**src/design/ros_pkg.sv**
```systemverilog
package ros_pkg;

	// Fixed field widths of the item channels
	localparam int VALUE_W    = 64;
	localparam int KIND_W     = 3;
	localparam int PEEK_W     = 6;
	localparam int DEPTH_W    = 7;
	localparam int REP_LEVELS = 4;

	// Configuration port
	localparam int APB_DATA_W = 32;
	localparam int APB_ADDR_W = 3;
	localparam int REG_IDX_W  = 1;
	localparam logic [REG_IDX_W-1:0] REG_REPLICATE = 1'b0;

	typedef enum logic [KIND_W-1:0] {
		K_PUSH  = 3'd0,
		K_POP   = 3'd1,
		K_PEEK  = 3'd2,
		K_RUP   = 3'd3,
		K_RDN   = 3'd4,
		K_CLEAR = 3'd5
	} kind_t;

	// Whole-stack action issued by the controller
	typedef enum logic [2:0] {
		ACT_NONE,
		ACT_PUSH,
		ACT_POP,
		ACT_POPDUP,
		ACT_RUP,
		ACT_RDN
	} act_t;

	// Per-cell entry move
	typedef enum logic [1:0] {
		MV_HOLD,
		MV_DOWN,
		MV_UP,
		MV_WRAP
	} entry_mv_t;

	// Per-cell read lane move
	typedef enum logic [1:0] {
		LANE_HOLD,
		LANE_LOAD,
		LANE_SHIFT
	} lane_mv_t;

	typedef struct packed {
		act_t     act;
		lane_mv_t lane;
	} stack_cmd_t;

	typedef struct packed {
		entry_mv_t entry;
		lane_mv_t  lane;
	} cell_ctl_t;

	typedef enum logic [1:0] {
		S_IDLE = 2'b01,
		S_SEEK = 2'b10
	} state_t;

endpackage

```
**src/design/ros_cell.sv**
```systemverilog
module ros_cell #(
	parameter int WORD_BITS = 64
) (
	input  logic                  clk,
	input  ros_pkg::cell_ctl_t    ctl,
	input  logic [WORD_BITS-1:0]  up_in,
	input  logic [WORD_BITS-1:0]  dn_in,
	input  logic [WORD_BITS-1:0]  wrap_in,
	input  logic [WORD_BITS-1:0]  lane_dn,
	output logic [WORD_BITS-1:0]  entry,
	output logic [WORD_BITS-1:0]  lane
);
	import ros_pkg::*;

	logic [WORD_BITS-1:0] entry_q;
	logic [WORD_BITS-1:0] lane_q;

	always_ff @(posedge clk) begin
		unique case (ctl.entry)
			MV_HOLD: entry_q <= entry_q;
			MV_DOWN: entry_q <= up_in;
			MV_UP:   entry_q <= dn_in;
			MV_WRAP: entry_q <= wrap_in;
			default: entry_q <= entry_q;
		endcase
	end

	// Read lane: snapshot the entry, then slide toward the top one cell a cycle
	always_ff @(posedge clk) begin
		unique case (ctl.lane)
			LANE_LOAD:  lane_q <= entry_q;
			LANE_SHIFT: lane_q <= lane_dn;
			default:    lane_q <= lane_q;
		endcase
	end

	assign entry = entry_q;
	assign lane  = lane_q;

endmodule

```
**config.mk**
```make
export PLATFORM = sky130hd
export DESIGN_NAME = ros_cell
export DESIGN_NICKNAME = d
export VERILOG_FILES = /design/src/design/ros_pkg.sv /design/src/design/ros_cell.sv
export SDC_FILE = /design/constraint.sdc
export NUM_CORES = 1
export LEC_CHECK = 0
export BUFFER_PORTS_ARGS = -buffer_cell sky130_fd_sc_hd__buf_2
export CORE_AREA = 2 2 151 153
export DETAILED_ROUTE_END_ITERATION = 16
export DIE_AREA = 0 0 153 155
export PLACE_DENSITY = 0.56
export SLEW_MARGIN = 20
export SYNTH_ARGS = -nofsm -noshare
export SYNTH_HDL_FRONTEND = slang
export SYNTH_SLANG_ARGS = --single-unit
```
**constraint.sdc**
```tcl
create_clock -name clk -period 3.4 [get_ports clk]
set_input_delay 0.85 -clock clk [delete_from_list [all_inputs] [get_ports clk]]
set_output_delay 0.85 -clock clk [all_outputs]
set_load 0.02 [all_outputs]
```
## Word-level counts from Yosys, hierarchy flattened

Index checks and enable logic that the tools add are counted.

| word-level totals | value |
|---|---|
| input port bits | 261 |
| logic and storage cells | 11 |
| register bits after elaboration | 128 |
| output and inout port bits | 128 |

| operators by class | value |
|---|---|
| eq/ne operators | 5 |
| reduce and logical (&&, ||, !) cells | 2 |
| muxes and demuxes | 2 |

Operators by type and width:

| cell | count |
|---|---|
| $pmux 64 s3 | 1 |
| $pmux 64 s2 | 1 |
| $eq 2x2->1 const B | 3 |
| $eq 2x1->1 const B | 2 |
| $logic_not 2->1 | 1 |
| $reduce_bool 2->1 | 1 |

## Longest topological paths before layout

| depth | value |
|---|---|
| depth in word-level cells | 2 |
| depth in mapped cells | 5 |
| gate-level depth less buffers | 3 |

## Least setup slack after synthesis

No wires, ideal clock.

| timing path | value |
|---|---|
| path type | input -> register |
| from | input ctl[2] (netlist name) |
| to | register entry_q[0] (netlist: entry[0]), enable pin |
| stages | 3 |
| arrival time | 2.611 ns |
| slack | 0.363 ns |
| buffers on the path | 2 |
| library setup time | 0.426 ns |
| data required time | 2.974 ns |
| cells stage by stage | buf_6 > buf_8 > or2_1 |

| on the way | value |
|---|---|
| longest elaborated chain between the ends | 1 |

RTL lines:

| what | line | text |
|---|---|---|
| start: declaration | ros_cell.sv:5 | `input ros_pkg::cell_ctl_t ctl,` |
| $logic_not 2->1 | ros_cell.sv:19 | `unique case (ctl.entry)` |
| end signal: assignment | ros_cell.sv:20 | `MV_HOLD: entry_q <= entry_q;` |
| end signal: assignment | ros_cell.sv:21 | `MV_DOWN: entry_q <= up_in;` |
| end signal: assignment | ros_cell.sv:22 | `MV_UP: entry_q <= dn_in;` |
| end: declaration | ros_cell.sv:15 | `logic [WORD_BITS-1:0] entry_q;` |

No other way between the ends.
A chain may end at the register's enable or synchronous reset.

## Final worst setup path

| timing path | value |
|---|---|
| from | input ctl[0] (netlist name) |
| to | register lane_q[44] (netlist: lane[44]), data pin |

| on the way | value |
|---|---|
| longest elaborated chain between the ends | 2 |
| elaborated cells between the ends (all ways) | 3 |
| classes of those cells | eq/ne: 2; mux: 1 |

RTL lines:

| what | line | text |
|---|---|---|
| $eq 2x2->1 / $eq 2x1->1 (equally long branches) | ros_cell.sv:30 | `unique case (ctl.lane)` |
| $pmux 64 s2 * | ros_cell.sv:30 |  |
| end signal: assignment | ros_cell.sv:31 | `LANE_LOAD: lane_q <= entry_q;` |
| end signal: assignment | ros_cell.sv:32 | `LANE_SHIFT: lane_q <= lane_dn;` |
| end signal: assignment | ros_cell.sv:33 | `default: lane_q <= lane_q;` |
| end: declaration | ros_cell.sv:16 | `logic [WORD_BITS-1:0] lane_q;` |

Every way passes the cells marked *; elsewhere a longest branch is shown, timed or not.

==> results.toml <==
[outcome]
run_status = "finished clean"

[worst_setup_path]
cpMaxStageDelayCell = "ha_4"
worstSetupStartpointType = "input port"
reg2reg_setup_slack_ns = 2.40
r2r-end = "lane[12]"
critPathCaptureType = "flip-flop"
crit_fanout = 34
cp.required_ns = 3.55
path_cells = "buf_2 > inv_1 > ha_4 > buf_12 > mux2_1"
rr_startpoint = "entry[12]"
critPathMaxStageDelay_ns = 0.45
crit_arrival_ns = 2.20
crit_type = "input port to flip-flop"
reg2reg_depth = 1

[routing]
dr.pass1.iters = 4
vias = 4749
drt_wl_total_mm = 18.2
via_per_inst = 4.31
drc = 0
ant_nets = 0
wl_per_cell_um = 16.5
drt_iter0_markers = 291

[clock_network]
htreeDepth = 4
path_clk_slew_ns = 0.06
cts_tree = "done"
cts_resized = 0
clockBufferDepth = 2
numCtsBuffers = 17
hold_buffers = 0
clock_latency_ns = 0.41
cts_root_buffer = "clkbuf_16"
cts.sink_count = 128
cts_setup_buffers = 0

[cells_and_area]
fin_util = 0.394
area_growth_pct = 45.5
fillerInstances = 2201
drive_gt1_frac = 0.527
nets = 1063

[synthesis]
syn_nets = 678
synth.top_cell.area_share = 0.639
synth_top_area_cell = "edfxtp_1"
synth_area_leaders = "edfxtp_1, mux2_1, mux2i_1"
synth.avg_cell_area_um2 = 14.5
ys_warn_count = 0
synth_cells = 416
ys_types = 13
synth_area_um2 = 6020
ys_ff_latch = 128
synth-seq-area-share = 0.639

[global_route]
grt_use_total = 0.149
grt_pass1_wl_mm = 27.0
grt-ovfl-total = 0
antenna_found_initial = 2
grt_start_max_net_pins = 129
grt_pass1_vias = 4800

[power_and_ir_drop]
ir_worst_vdd_v = 0.000270
leakagePower_nw = 3.95
power_density_nw_per_um2 = 524

[floorplan]
die_y_um = 155
start_util = 0.271
core_area_um2 = 22200
dieArea_um2 = 23700
placementRows = 55
die_w_um = 153
ios = 389

[placed_design]
post-dp-hpwl_mm = 14.0
numPortBuffers = 388
gp_congestion = 0.785

[flow_run]
drv_cap = 0

[sta]
rsz0062_at_grt = "false"
tightest_slew_ns = 0.530
hold_viol = 0
period_share = 0.601
period_minus_slack_ns = 2.04
setup_tns_ns = 0
maxSlewHeadroom = 0.647
max_freq_mhz = 489
finClkSkew_ns = 0.00530
setup_viol = 0
maxSlewViolCount = 0

[hold_path]
worstHoldStart = "entry[43]"
whs_path_depth = 1
hold_path.class = "flip-flop to flip-flop"
worstHoldEndpoint = "lane[43]"
==> critical path, delay by kind of cell <==
| kind | cells | cell delay, ns |
|---|---|---|
| buffers and inverters | 3 | 0.46 |
| muxes | 1 | 0.36 |
| adders and majority gates | 1 | 0.45 |
==> final cells by class <==
| type | instances | area [µm²] | area share |
|---|---|---|---|
| repair buffers | 394 | 2050 | 0.235 |
| clock inverters | 15 | 111 | 0.0127 |
| diodes | 2 | 5.00 | 0.000571 |
| clock buffers | 17 | 425 | 0.0486 |
| well taps | 285 | 357 | 0.0407 |
| multi-input cells | 258 | 1960 | 0.223 |
| flip-flops and latches | 128 | 3840 | 0.439 |
| inverters | 2 | 7.51 | 0.000857 |
==> sequential cells by signal (all words and copies together) (netlist names) <==
| name | flops |
|---|---|
| entry | 64 |
| lane | 64 |
==> power by group <==
| part | total (mW) | switching [mW] | leakage (nW) | internal [mW] |
|---|---|---|---|---|
| combinational | 0.889 | 0.530 | 2.43 | 0.359 |
| clock | 1.66 | 0.718 | 0.256 | 0.937 |
| sequential | 2.05 | 0.0722 | 1.27 | 1.98 |
| total | 4.59 | 1.32 | 3.95 | 3.27 |
==> cell usage in the layout (no fill, tap or decap), drive strengths merged <==
cell	instances
a21oi	64
buf	394
clkbuf	17
clkinv	7
clkinvlp	4
diode	2
edfxtp	128
ha	1
inv	6
mux2	64
mux2i	64
nor2	64
or2	1
==> Yosys cell counts <==
library cell,number
buf_4,2
inv_1,2
buf_6,7
ha_1,1
or2_1,1
buf_8,5
edfxtp_1,128
clkbuf_1,9
buf_2,5
nor2_1,64
mux2i_1,64
a21oi_1,64
mux2_1,64
==> kinds of logic after synthesis <==
| family | synth area share |
|---|---|
| compound gates | 0.0532 |
| fa+ha+maj | 0.00208 |
| buf+inv | 0.0391 |
| flops | 0.639 |
| mux | 0.226 |
| simple gates | 0.0409 |
==> worst max-delay path by stage <==
stage                          end  cells after the start   start
after floorplan           entry[0]                      3  ctl[2]
after global placement    lane[39]                      5  ctl[0]
after detailed placement  lane[23]                      5  ctl[0]
after CTS                 lane[23]                      5  ctl[0]
after global routing      lane[28]                      5  ctl[0]
final                     lane[44]                      5  ctl[0]
==> per-stage QoR <==
| stage | cell area, µm² | setup slack, ns | power (mW) | std cells | hold WS (ns) |
|---|---|---|---|---|---|
| 6_report | 8760 | 1.36 | 4.59 | 1101 | 0.550 |
| 5_1_grt | 8760 | 1.30 | 4.80 | 1101 | 0.563 |
| 4_1_cts | 8750 | 1.34 | 4.66 | 1099 | 0.557 |
| 3_5_place_dp | 8220 | 0.896 | 2.99 | 1067 | 0.537 |
| 3_3_place_gp | 8220 | 0.930 | 2.98 | 1067 | 0.532 |
| 2_1_floorplan | 6020 | 0.363 | 2.57 | 416 | 0.690 |
==> routing by layer <==
| layer | vias to the layer above | part of all wire | global-route usage |
|---|---|---|---|
| met5 | - | 0 | 0 |
| li1 | 2339 | - | - |
| met1 | 2189 | 0.40 | 0.178 |
| met2 | 200 | 0.51 | 0.249 |
| met3 | 21 | 0.069 | 0.0490 |
| met4 | 0 | 0.021 | 0.0582 |
Note: power is estimated with default switching activity, not from simulation.
