==> src/design/ros_pkg.sv <==
package ros_pkg;

	// Fixed field widths of the item channels
	localparam int VALUE_W    = 64;
	localparam int KIND_W     = 3;
	localparam int PEEK_W     = 6;
	localparam int DEPTH_W    = 7;
	localparam int REP_LEVELS = 4;

	// Configuration port
	localparam int APB_DATA_W = 32;
	localparam int APB_ADDR_W = 3;
	localparam int REG_IDX_W  = 1;
	localparam logic [REG_IDX_W-1:0] REG_REPLICATE = 1'b0;

	typedef enum logic [KIND_W-1:0] {
		K_PUSH  = 3'd0,
		K_POP   = 3'd1,
		K_PEEK  = 3'd2,
		K_RUP   = 3'd3,
		K_RDN   = 3'd4,
		K_CLEAR = 3'd5
	} kind_t;

	// Whole-stack action issued by the controller
	typedef enum logic [2:0] {
		ACT_NONE,
		ACT_PUSH,
		ACT_POP,
		ACT_POPDUP,
		ACT_RUP,
		ACT_RDN
	} act_t;

	// Per-cell entry move
	typedef enum logic [1:0] {
		MV_HOLD,
		MV_DOWN,
		MV_UP,
		MV_WRAP
	} entry_mv_t;

	// Per-cell read lane move
	typedef enum logic [1:0] {
		LANE_HOLD,
		LANE_LOAD,
		LANE_SHIFT
	} lane_mv_t;

	typedef struct packed {
		act_t     act;
		lane_mv_t lane;
	} stack_cmd_t;

	typedef struct packed {
		entry_mv_t entry;
		lane_mv_t  lane;
	} cell_ctl_t;

	typedef enum logic [1:0] {
		S_IDLE = 2'b01,
		S_SEEK = 2'b10
	} state_t;

endpackage

==> src/design/ros_if.sv <==
interface ros_cmd_if;
	import ros_pkg::*;

	logic                valid;
	logic                ready;
	logic [KIND_W-1:0]   kind;
	logic [VALUE_W-1:0]  push_value;
	logic [PEEK_W-1:0]   peek_index;

	modport source (output valid, kind, push_value, peek_index, input ready);
	modport sink   (input valid, kind, push_value, peek_index, output ready);
endinterface

interface ros_rsp_if;
	import ros_pkg::*;

	logic                valid;
	logic                ready;
	logic [VALUE_W-1:0]  read_value;
	logic [DEPTH_W-1:0]  depth_after;
	logic                was_empty;
	logic                overflowed;

	modport source (output valid, read_value, depth_after, was_empty, overflowed, input ready);
	modport sink   (input valid, read_value, depth_after, was_empty, overflowed, output ready);
endinterface

==> src/design/ros_ctrl.sv <==
module ros_ctrl #(
	parameter int STACK_DEPTH = 64,
	parameter int WORD_BITS   = 64,
	parameter int CNT_W       = $clog2(STACK_DEPTH + 1)
) (
	input  logic                  clk,
	input  logic                  arst_n,
	input  logic                  replicate_mode,
	ros_cmd_if.sink               cmd,
	ros_rsp_if.source             rsp,
	input  logic [WORD_BITS-1:0]  top_entry,
	input  logic [WORD_BITS-1:0]  lane_head,
	output ros_pkg::stack_cmd_t   stk,
	output logic [WORD_BITS-1:0]  top_word,
	output logic [CNT_W-1:0]      count
);
	import ros_pkg::*;

	localparam int SEEK_W = (STACK_DEPTH > 2) ? $clog2(STACK_DEPTH) : 1;
	localparam int CMP_W  = (CNT_W > PEEK_W) ? CNT_W : PEEK_W;

	state_t              state_q, state_d;
	logic [CNT_W-1:0]    count_q, count_d;
	logic [SEEK_W-1:0]   seek_q, seek_d;
	logic                roll_q, roll_d;

	logic                rsp_valid_q;
	logic [VALUE_W-1:0]  rd_q, rd_d;
	logic [DEPTH_W-1:0]  depth_q;
	logic                empty_q, empty_d;
	logic                ovf_q, ovf_d;

	logic                rsp_free;
	logic                accept;
	logic                load;
	logic [CNT_W-1:0]    grown;
	logic [CMP_W-1:0]    peek_ext;
	logic [CMP_W-1:0]    count_ext;

	assign rsp_free  = !rsp_valid_q || rsp.ready;
	assign cmd.ready = (state_q == S_IDLE) && rsp_free;
	assign accept    = cmd.valid && cmd.ready;
	assign peek_ext  = CMP_W'(cmd.peek_index);
	assign count_ext = CMP_W'(count_q);

	always_comb begin
		stk      = '{act: ACT_NONE, lane: LANE_HOLD};
		top_word = cmd.push_value[WORD_BITS-1:0];
		state_d  = state_q;
		count_d  = count_q;
		seek_d   = seek_q;
		roll_d   = roll_q;
		load     = 1'b0;
		rd_d     = '0;
		empty_d  = 1'b0;
		ovf_d    = 1'b0;
		grown    = count_q + CNT_W'(1);

		unique case (state_q)
			S_IDLE: begin
				if (accept) begin
					load = 1'b1;
					unique case (kind_t'(cmd.kind))
						K_PUSH: begin
							stk.act = ACT_PUSH;
							if (count_q == CNT_W'(STACK_DEPTH)) begin
								ovf_d = 1'b1;
								grown = count_q;
							end
							count_d = grown;
							if (replicate_mode && grown > CNT_W'(REP_LEVELS))
								count_d = CNT_W'(REP_LEVELS);
						end
						K_POP: begin
							if (count_q == '0) begin
								empty_d = 1'b1;
							end else begin
								rd_d = VALUE_W'(top_entry);
								// Four-level mode: duplicate the bottom, depth stays
								if (replicate_mode && count_q == CNT_W'(REP_LEVELS)) begin
									stk.act = ACT_POPDUP;
								end else begin
									stk.act = ACT_POP;
									count_d = count_q - CNT_W'(1);
								end
							end
						end
						K_PEEK: begin
							if (peek_ext < count_ext) begin
								if (cmd.peek_index == '0) begin
									rd_d = VALUE_W'(top_entry);
								end else begin
									load      = 1'b0;
									state_d   = S_SEEK;
									seek_d    = SEEK_W'(cmd.peek_index);
									roll_d    = 1'b0;
									stk.lane  = LANE_LOAD;
								end
							end else begin
								empty_d = 1'b1;
							end
						end
						K_RUP: begin
							if (count_q != '0)
								stk.act = ACT_RUP;
						end
						K_RDN: begin
							// A single entry is its own bottom: nothing moves
							if (count_q > CNT_W'(1)) begin
								load     = 1'b0;
								state_d  = S_SEEK;
								seek_d   = SEEK_W'(count_q - CNT_W'(1));
								roll_d   = 1'b1;
								stk.lane = LANE_LOAD;
							end
						end
						K_CLEAR: begin
							count_d = '0;
						end
						default: begin
						end
					endcase
				end
			end
			S_SEEK: begin
				if (seek_q != '0) begin
					stk.lane = LANE_SHIFT;
					seek_d   = seek_q - SEEK_W'(1);
				end else if (rsp_free) begin
					load    = 1'b1;
					state_d = S_IDLE;
					if (roll_q) begin
						stk.act  = ACT_RDN;
						top_word = lane_head;
					end else begin
						rd_d = VALUE_W'(lane_head);
					end
				end
			end
			default: begin
				state_d = S_IDLE;
			end
		endcase
	end

	always_ff @(posedge clk or negedge arst_n) begin
		if (!arst_n) begin
			state_q     <= S_IDLE;
			count_q     <= '0;
			seek_q      <= '0;
			roll_q      <= 1'b0;
			rsp_valid_q <= 1'b0;
		end else begin
			state_q <= state_d;
			count_q <= count_d;
			seek_q  <= seek_d;
			roll_q  <= roll_d;
			if (load)
				rsp_valid_q <= 1'b1;
			else if (rsp.ready)
				rsp_valid_q <= 1'b0;
		end
	end

	always_ff @(posedge clk) begin
		if (load) begin
			rd_q    <= rd_d;
			depth_q <= DEPTH_W'(count_d);
			empty_q <= empty_d;
			ovf_q   <= ovf_d;
		end
	end

	assign rsp.valid       = rsp_valid_q;
	assign rsp.read_value  = rd_q;
	assign rsp.depth_after = depth_q;
	assign rsp.was_empty   = empty_q;
	assign rsp.overflowed  = ovf_q;
	assign count           = count_q;

endmodule
==> src/flat_wrapper.sv <==
// flat-port wrapper written by rule: the top's interface ports become plain ports
module ros_ctrl_flat import ros_pkg::*;
#(
	parameter int STACK_DEPTH = 64,
	parameter int WORD_BITS   = 64,
	parameter int CNT_W       = $clog2(STACK_DEPTH + 1)
)
  (clk, arst_n, replicate_mode, top_entry, lane_head, stk, top_word, count, cmd_valid, cmd_kind, cmd_push_value, cmd_peek_index, cmd_ready, rsp_valid, rsp_read_value, rsp_depth_after, rsp_was_empty, rsp_overflowed, rsp_ready);
  ros_cmd_if cmd_i ();
  ros_rsp_if rsp_i ();
  input  logic clk;
  input  logic arst_n;
  input  logic replicate_mode;
  input  logic [WORD_BITS-1:0] top_entry;
  input  logic [WORD_BITS-1:0] lane_head;
  output ros_pkg::stack_cmd_t stk;
  output logic [WORD_BITS-1:0] top_word;
  output logic [CNT_W-1:0] count;
  input wire logic [$bits(cmd_i.valid)-1:0] cmd_valid;
  input wire logic [$bits(cmd_i.kind)-1:0] cmd_kind;
  input wire logic [$bits(cmd_i.push_value)-1:0] cmd_push_value;
  input wire logic [$bits(cmd_i.peek_index)-1:0] cmd_peek_index;
  output wire logic [$bits(cmd_i.ready)-1:0] cmd_ready;
  output wire logic [$bits(rsp_i.valid)-1:0] rsp_valid;
  output wire logic [$bits(rsp_i.read_value)-1:0] rsp_read_value;
  output wire logic [$bits(rsp_i.depth_after)-1:0] rsp_depth_after;
  output wire logic [$bits(rsp_i.was_empty)-1:0] rsp_was_empty;
  output wire logic [$bits(rsp_i.overflowed)-1:0] rsp_overflowed;
  input wire logic [$bits(rsp_i.ready)-1:0] rsp_ready;
  assign cmd_i.valid = cmd_valid;
  assign cmd_i.kind = cmd_kind;
  assign cmd_i.push_value = cmd_push_value;
  assign cmd_i.peek_index = cmd_peek_index;
  assign cmd_ready = cmd_i.ready;
  assign rsp_valid = rsp_i.valid;
  assign rsp_read_value = rsp_i.read_value;
  assign rsp_depth_after = rsp_i.depth_after;
  assign rsp_was_empty = rsp_i.was_empty;
  assign rsp_overflowed = rsp_i.overflowed;
  assign rsp_i.ready = rsp_ready;
  ros_ctrl #(.STACK_DEPTH(STACK_DEPTH), .WORD_BITS(WORD_BITS), .CNT_W(CNT_W)) u_core (.clk(clk), .arst_n(arst_n), .replicate_mode(replicate_mode), .cmd(cmd_i), .rsp(rsp_i), .top_entry(top_entry), .lane_head(lane_head), .stk(stk), .top_word(top_word), .count(count));
endmodule
==> config.mk <==
export PLATFORM = sky130hd
export DESIGN_NAME = ros_ctrl_flat
export DESIGN_NICKNAME = d
export VERILOG_FILES = /design/src/design/ros_pkg.sv /design/src/design/ros_if.sv /design/src/design/ros_ctrl.sv /design/src/flat_wrapper.sv
export SDC_FILE = /design/constraint.sdc
export NUM_CORES = 1
export LEC_CHECK = 0
export ABC_AREA = 1
export ABC_CLOCK_PERIOD_IN_PS = 6000
export BUFFER_PORTS_ARGS = -buffer_cell sky130_fd_sc_hd__buf_2
export CAP_MARGIN = 20
export CORE_AREA = 2 2 140 142
export DETAILED_ROUTE_END_ITERATION = 7
export DIE_AREA = 0 0 142 144
export PLACE_DENSITY = 0.6
export RECOVER_POWER = 50
export SLEW_MARGIN = 25
export SYNTH_ARGS = -nofsm -noshare
export SYNTH_HDL_FRONTEND = slang
export SYNTH_SLANG_ARGS = --single-unit
export TNS_END_PERCENT = 50
==> constraint.sdc <==
create_clock -name clk -period 6 [get_ports clk]
set_input_delay 1.2 -clock clk [delete_from_list [all_inputs] [get_ports clk]]
set_output_delay 1.2 -clock clk [all_outputs]
set_load 0.005 [all_outputs]
; ---- Yosys cells after proc, flatten, opt, wreduce, memory -nomap -nowiden
; Index checks and enable logic that the tools add are counted.
[word_totals]
register_bits = 90
input_bits = 206
out_inout_bits = 151
word_cells = 124
[op_classes]
n_addsub = 3
order_cmp = 3
eq_ne = 20
muxes = 70
n_reduce_logical = 19
[ops]
columns = cell, n
row1 = 64-bit 2-to-1 mux, 11
row2 = 64-bit one-hot mux with 2 select lines, 2
row3 = 7-bit 2-to-1 mux, 9
row4 = 6-bit 2-to-1 mux, 5
row5 = 6-bit one-hot mux with 2 select lines, 2
row6 = 7-bit one-hot mux with 3 select lines, 1
row7 = 1-bit 2-to-1 mux, 17
row8 = 2-bit 2-to-1 mux, 8
row9 = 3-bit 2-to-1 mux, 5
row10 = 7-bit AND reduction, 2
row11 = "3-bit inequality test, second input constant", 4
row12 = 2-bit one-hot mux with 2 select lines, 3
row13 = "2-bit by 1-bit inequality test with 1-bit output, second input constant", 5
row14 = 5-bit one-hot mux with 2 select lines, 1
row15 = 3-bit one-hot mux with 3 select lines, 1
row16 = 1-bit one-hot mux with 2 select lines, 4
row17 = "7-bit by 1-bit adder with 7-bit output, second input constant", 1
row18 = "7-bit by 3-bit equality test with 1-bit output, second input constant", 1
row19 = "7-bit equality test, second input constant", 1
row20 = "7-bit by 1-bit greater-than comparator with 1-bit output, second input constant", 1
row21 = "7-bit by 3-bit greater-than comparator with 1-bit output, second input constant", 1
row22 = 7-bit logical NOT, 1
row23 = 6-bit by 7-bit less-than comparator with 1-bit output, 1
row24 = 7-bit nonzero test, 1
row25 = other kinds (19), 27

; ---- Logic depth before layout (Yosys ltp)
[depth]
ltp_word = 12
mapped_depth = 13
ltp_nobuf = 13

; ---- Worst setup path before layout
; OpenSTA, ideal clock, no wires.
[synth_path]
path_kind = input to register
start = input cmd_peek_index[4]
end = register u_core.depth_q[0] (netlist: u_core.rsp.depth_after[0]), enable pin
setup_ps = 748
t_arrival_ps = 3393
t_required_ps = 5252
path_slack_ps = 1859
path_stages = 8
path_buffers = 0
cell_sequence = ha_1 > a21o_1 > a22oi_1 > nand4_1 > nand2_1 > inv_1 > nand2_1 > nand2_1
[synth_via]
elab_chain_cells = 6
word_cells_on_any_way = 7
classes_between = order compare: 1 / mux: 5 / reduce/logical: 1
[synth_rtl]
columns = element, line
row1 = from (decl), flat_wrapper.sv:22  ; input wire logic [$bits(cmd_i.peek_index)-1:0] cmd_peek_index;
row2 = "parallel branches: the longest is 2 deep, another holds 6-bit by 7-bit less-than comparator with 1-bit output", --
row3 = 1-bit 2-to-1 mux *, ros_ctrl.sv:89  ; if (peek_ext < count_ext) begin
row4 = 1-bit one-hot mux with 2 select lines *, ros_ctrl.sv:63  ; unique case (kind_t'(cmd.kind))
row5 = 1-bit 2-to-1 mux *, ros_ctrl.sv:61  ; if (accept) begin
row6 = 1-bit one-hot mux with 2 select lines *, ros_ctrl.sv:59  ; unique case (state_q)
row7 = named net u_core.load, ros_ctrl.sv:35  ; logic load;
row8 = to (signal assigned), ros_ctrl.sv:168  ; depth_q <= DEPTH_W'(count_d);
row9 = to (decl), ros_ctrl.sv:29  ; logic [DEPTH_W-1:0] depth_q;
; Mark *: on every way through the listed nets, which the timed path passes.
; A chain may end at the register's enable or synchronous reset.

; ---- Final worst setup path
[layout_path]
start = input rsp_ready
end = output top_word[38]
[layout_via]
elab_chain_cells = 4
[layout_rtl]
columns = element, line
row1 = from (decl), flat_wrapper.sv:29  ; input wire logic [$bits(rsp_i.ready)-1:0] rsp_ready;
row2 = 1-bit logical OR, ros_ctrl.sv:40  ; assign rsp_free = !rsp_valid_q || rsp.ready;
row3 = 64-bit 2-to-1 mux, ros_ctrl.sv:129  ; end else if (rsp_free) begin
row4 = 64-bit 2-to-1 mux, ros_ctrl.sv:126  ; if (seek_q != '0) begin
row5 = 64-bit 2-to-1 mux, ros_ctrl.sv:59
row6 = to (decl), flat_wrapper.sv:17  ; output logic [WORD_BITS-1:0] top_word;
; Every way passes these cells.

==> impl_metrics.csv <==
group,metric,value,unit
outcome,result_of_the_run,"finished, violations left",
outcome,violations,"max-capacitance violations, max-slew violations",
clock_tree,root_buffer_cell,"clkbuf_16",
power,netSwitchingFraction,0.4186,
job,max-cap-violations,1,
finish,area_growth_syn_to_layout,34.86,%
logic_synthesis,synth_nets,860,
clock_tree,clk_pin_slew,0.07,ns
worst_setup_path,critical_path_required,4.80,ns
worst_setup_path,critical_path_start_type,"primary input",
clock_tree,number_of_resized_instances_in_the_post_cts_repair_step,0,
worst_setup_path,regToRegSetupSlack,2.15,ns
finish,fillerInstances,1963,
finish,fraction_of_final_layout_cells_sized_beyond_drive_strength_1,0.4165,
floorplanning,fp.dieArea,0.02045,mm^2
logic_synthesis,synth_edf_count,73,
global_route,gr-usage-all-layers,0.2007,
timing,worst-slew-pin-transition,1.900,ns
clock_tree,cts_num_sinks,90,
finish,final_net_count,1194,
timing,period_minus_slack,4.447,ns
routing,vias,5958,
global_route,grt-ovfl-total,0,
logic_synthesis,synth.area.top_cells,"edfxtp_1, mux2_4, nand2_1",
placement,dp_hpwl,17050,um
worst_setup_path,timing_worst_setup_path_type,"primary input to primary output",
logic_synthesis,post-synth-top-area-cell,"edfxtp_1",
worst_setup_path,worstPathMaxFanout,50,
timing,fin_worst_skew,0.01337,ns
min_path,worstHoldPathType,"register to register",
worst_setup_path,worst_ep_arrival_time,3.25,ns
floorplanning,initial_core_util,0.3142,
global_route,vias_in_the_first_global_route,5341,
logic_synthesis,synth.yosys.seq_area_share,0.4369,
timing,finalSetupViolations,0,
global_route,wire_length_of_the_first_global_routing_pass,31000,um
power,intPower,0.001511,W
timing,final.period_utilization,0.7411,
logic_synthesis,ys_dominant_reg_cell,"edfxtp_1",
placement,routability_congestion_estimate_from_global_placement,0.8914,
min_path,hold-path-cell-count,2,
worst_setup_path,reg2reg_from,"u_core.state_q[0]$_DFFE_PN1P_",
floorplanning,floorplan.die.width,142,um
power,seq_power_share,0.381,
routing,antenna_left,0,
timing,slew_viol_final,74,
floorplanning,core_area,0.01908,mm^2
routing,remaining_drc_errors,0,
clock_tree,ctsLongestPathBuffers,2,
finish,final-seq-area,0.002619,mm^2
finish,combined_area_of_the_multi_input_logic_cells,0.002962,mm^2
power,power.leakage,3.619,nW
logic_synthesis,async_reset_ff_frac,0.1889,
clock_tree,htreeDepth,3,
global_route,grt_start_max_net_pins,74,
power,power.combinational.fraction,0.408,
logic_synthesis,yosysWarnings,0,
worst_setup_path,timing.reg2reg.worst_path_depth,5,
timing,rsz0062_at_grt,"no",
logic_synthesis,syn_area,0.005994,mm^2
clock_tree,clock_tree_from_tritoncts,"built",
logic_synthesis,postSynthCellCount,643,
finish,mostFrequentLayoutCell,"buf_2",
timing,max_freq,0.2249,GHz
routing,avgViaCountPerCell,4.884,
power,power_density,321.6,mW/mm^2
floorplanning,die_h,144,um
worst_setup_path,critPathCapture,"top_word[38]",
clock_tree,clkLatencyLatePin,0.35,ns
floorplanning,rows,51,
clock_tree,post_cts.repair.setup_buffers,0,
logic_synthesis,yosys.cell_types.count,39,
timing,fin_setup_tns,0,ns
timing,slew_limit_headroom,-0.2670,
floorplanning,io_pins,357,
routing,initialDrtViolationCount,381,
global_route,antenna_found_initial,1,
logic_synthesis,syn_avg_cell_area,9.323,um^2
finish,commonest_cells_after_routing_fill_and_taps_aside,"buf_2, nand2_1, nand3_1, a21oi_1, edfxtp_1",
routing,drt_first_pass_iters,7,
clock_tree,hold_buffer_count_at_cts,0,
routing,drt-total-wl,22180,um
worst_setup_path,rr_endpoint,"u_core.rsp.depth_after[1]$_DFFE_PP_",
worst_setup_path,setup.worst_path.end_class,"primary output",
placement,io_buffers,356,
power,share_clk_of_total_power,0.211,
timing,finalHoldViolCount,0,
power,design_power_total,0.002600,W
worst_setup_path,crit_start,"rsp_ready",
power,power_switching,0.001088,W
power,worst_ir_drop_vdd,234.7,uV
logic_synthesis,postSynthRegisterBits,90,
routing,drt-wirelength-per-cell,18.18,um
finish,n_antenna_cell,0,
logic_synthesis,area_share_of_the_largest_cell_type_after_synthesis,0.3657,
clock_tree,tritoncts.num_buffers,9,
cell families (layout without fill, tap and decap cells):
logic type / after synthesis / count (layout) / synth area share
adders and majority gates: 11 / 11 / 0.02296
and+or+nand+nor: 286 / 286 / 0.2219
buffers and inverters: 80 / 419 / 0.06909
DFF: 90 / 90 / 0.4369
AOI/OAI and AO/OA: 103 / 103 / 0.09184
xor gates and xnor gates: 8 / 8 / 0.01169
muxes: 65 / 65 / 0.1457
metrics by stage:
step                      utilization  setup WS, ns  std cells  cell area, um^2  hold slack, ns
after floorplan                     -         1.859        643             5995          0.4419
after global placement         0.4123         1.619       1203             7866          0.4609
after detailed placement       0.4137         1.581       1204             7894          0.4615
after CTS                      0.4284         1.587       1220             8173          0.4793
after global routing           0.4237         1.439       1220             8084          0.5085
final                          0.4237         1.553       1220             8084          0.4798
synth_stat cells, drive strengths merged (2+ instances only):
library cell	count
inv	41
a21oi	79
nand3	94
ha	11
nand4	9
nand2	137
dfrtp	16
nor3	8
xor2	8
mux2	64
o22ai	2
nor2	36
buf	26
o31ai	2
o211ai	2
clkbuf	13
edfxtp	73
o21ai	13
worst min-delay path by stage:
stage	end	slack, ns	from
after CTS	u_core.seek_q[5]$_DFFE_PN0P_	0.48	u_core.seek_q[5]$_DFFE_PN0P_
final	u_core.seek_q[5]$_DFFE_PN0P_	0.48	u_core.seek_q[5]$_DFFE_PN0P_
after global routing	u_core.state_q[0]$_DFFE_PN1P_	0.51	u_core.state_q[0]$_DFFE_PN1P_
after floorplan	u_core.seek_q[4]$_DFFE_PN0P_	0.44	u_core.seek_q[4]$_DFFE_PN0P_
after global placement	u_core.seek_q[5]$_DFFE_PN0P_	0.46	u_core.seek_q[5]$_DFFE_PN0P_
after detailed placement	u_core.seek_q[4]$_DFFE_PN0P_	0.46	u_core.seek_q[4]$_DFFE_PN0P_
power groups by stage:
stage          combinational [W]  clock [W]  sequential, W
2_1_floorplan           0.000690          0       0.000966
3_5_place_dp             0.00109          0       0.000994
6_report                 0.00106   0.000548       0.000990
3_3_place_gp             0.00109          0       0.000992
4_1_cts                  0.00110   0.000564       0.000983
5_1_grt                  0.00119   0.000591        0.00101
worst max-delay path, stage by stage:
cell and delay, ns:
buf_2 0.09, nor2_1 0.13, inv_1 0.09, nand2_2 0.12, inv_2 0.05, nand2_4 0.60
buf_4 0.44, mux2_4 0.33, buf_2 0.13
state kept, by name, indices dropped and copies added, names as in the netlist:
name                    cells
u_core.rsp.overflowed       1
u_core.rsp.valid            1
u_core.state_q              2
u_core.roll_q               1
u_core.rsp.read_value      64
u_core.count                7
u_core.rsp.was_empty        1
u_core.rsp.depth_after      7
u_core.seek_q               6
metal layers:
layer  vias up  part of all wire  global-route usage
met5         -                 0                   0
li1       2918                 -                   -
met4         0             0.016             0.06053
met2       268              0.44              0.3023
met1      2753              0.46              0.2929
met3        19             0.077             0.03642
layout make-up:
class,count,share of cell area
Clock inverter,6,0.006191
Tap cell,238,0.03684
Sequential cell,90,0.3239
Timing Repair Buffer,362,0.2193
Clock buffer,10,0.02832
Inverter,41,0.01904
Multi-Input combinational cell,473,0.3664
Note: power is estimated with default switching activity, not from simulation.
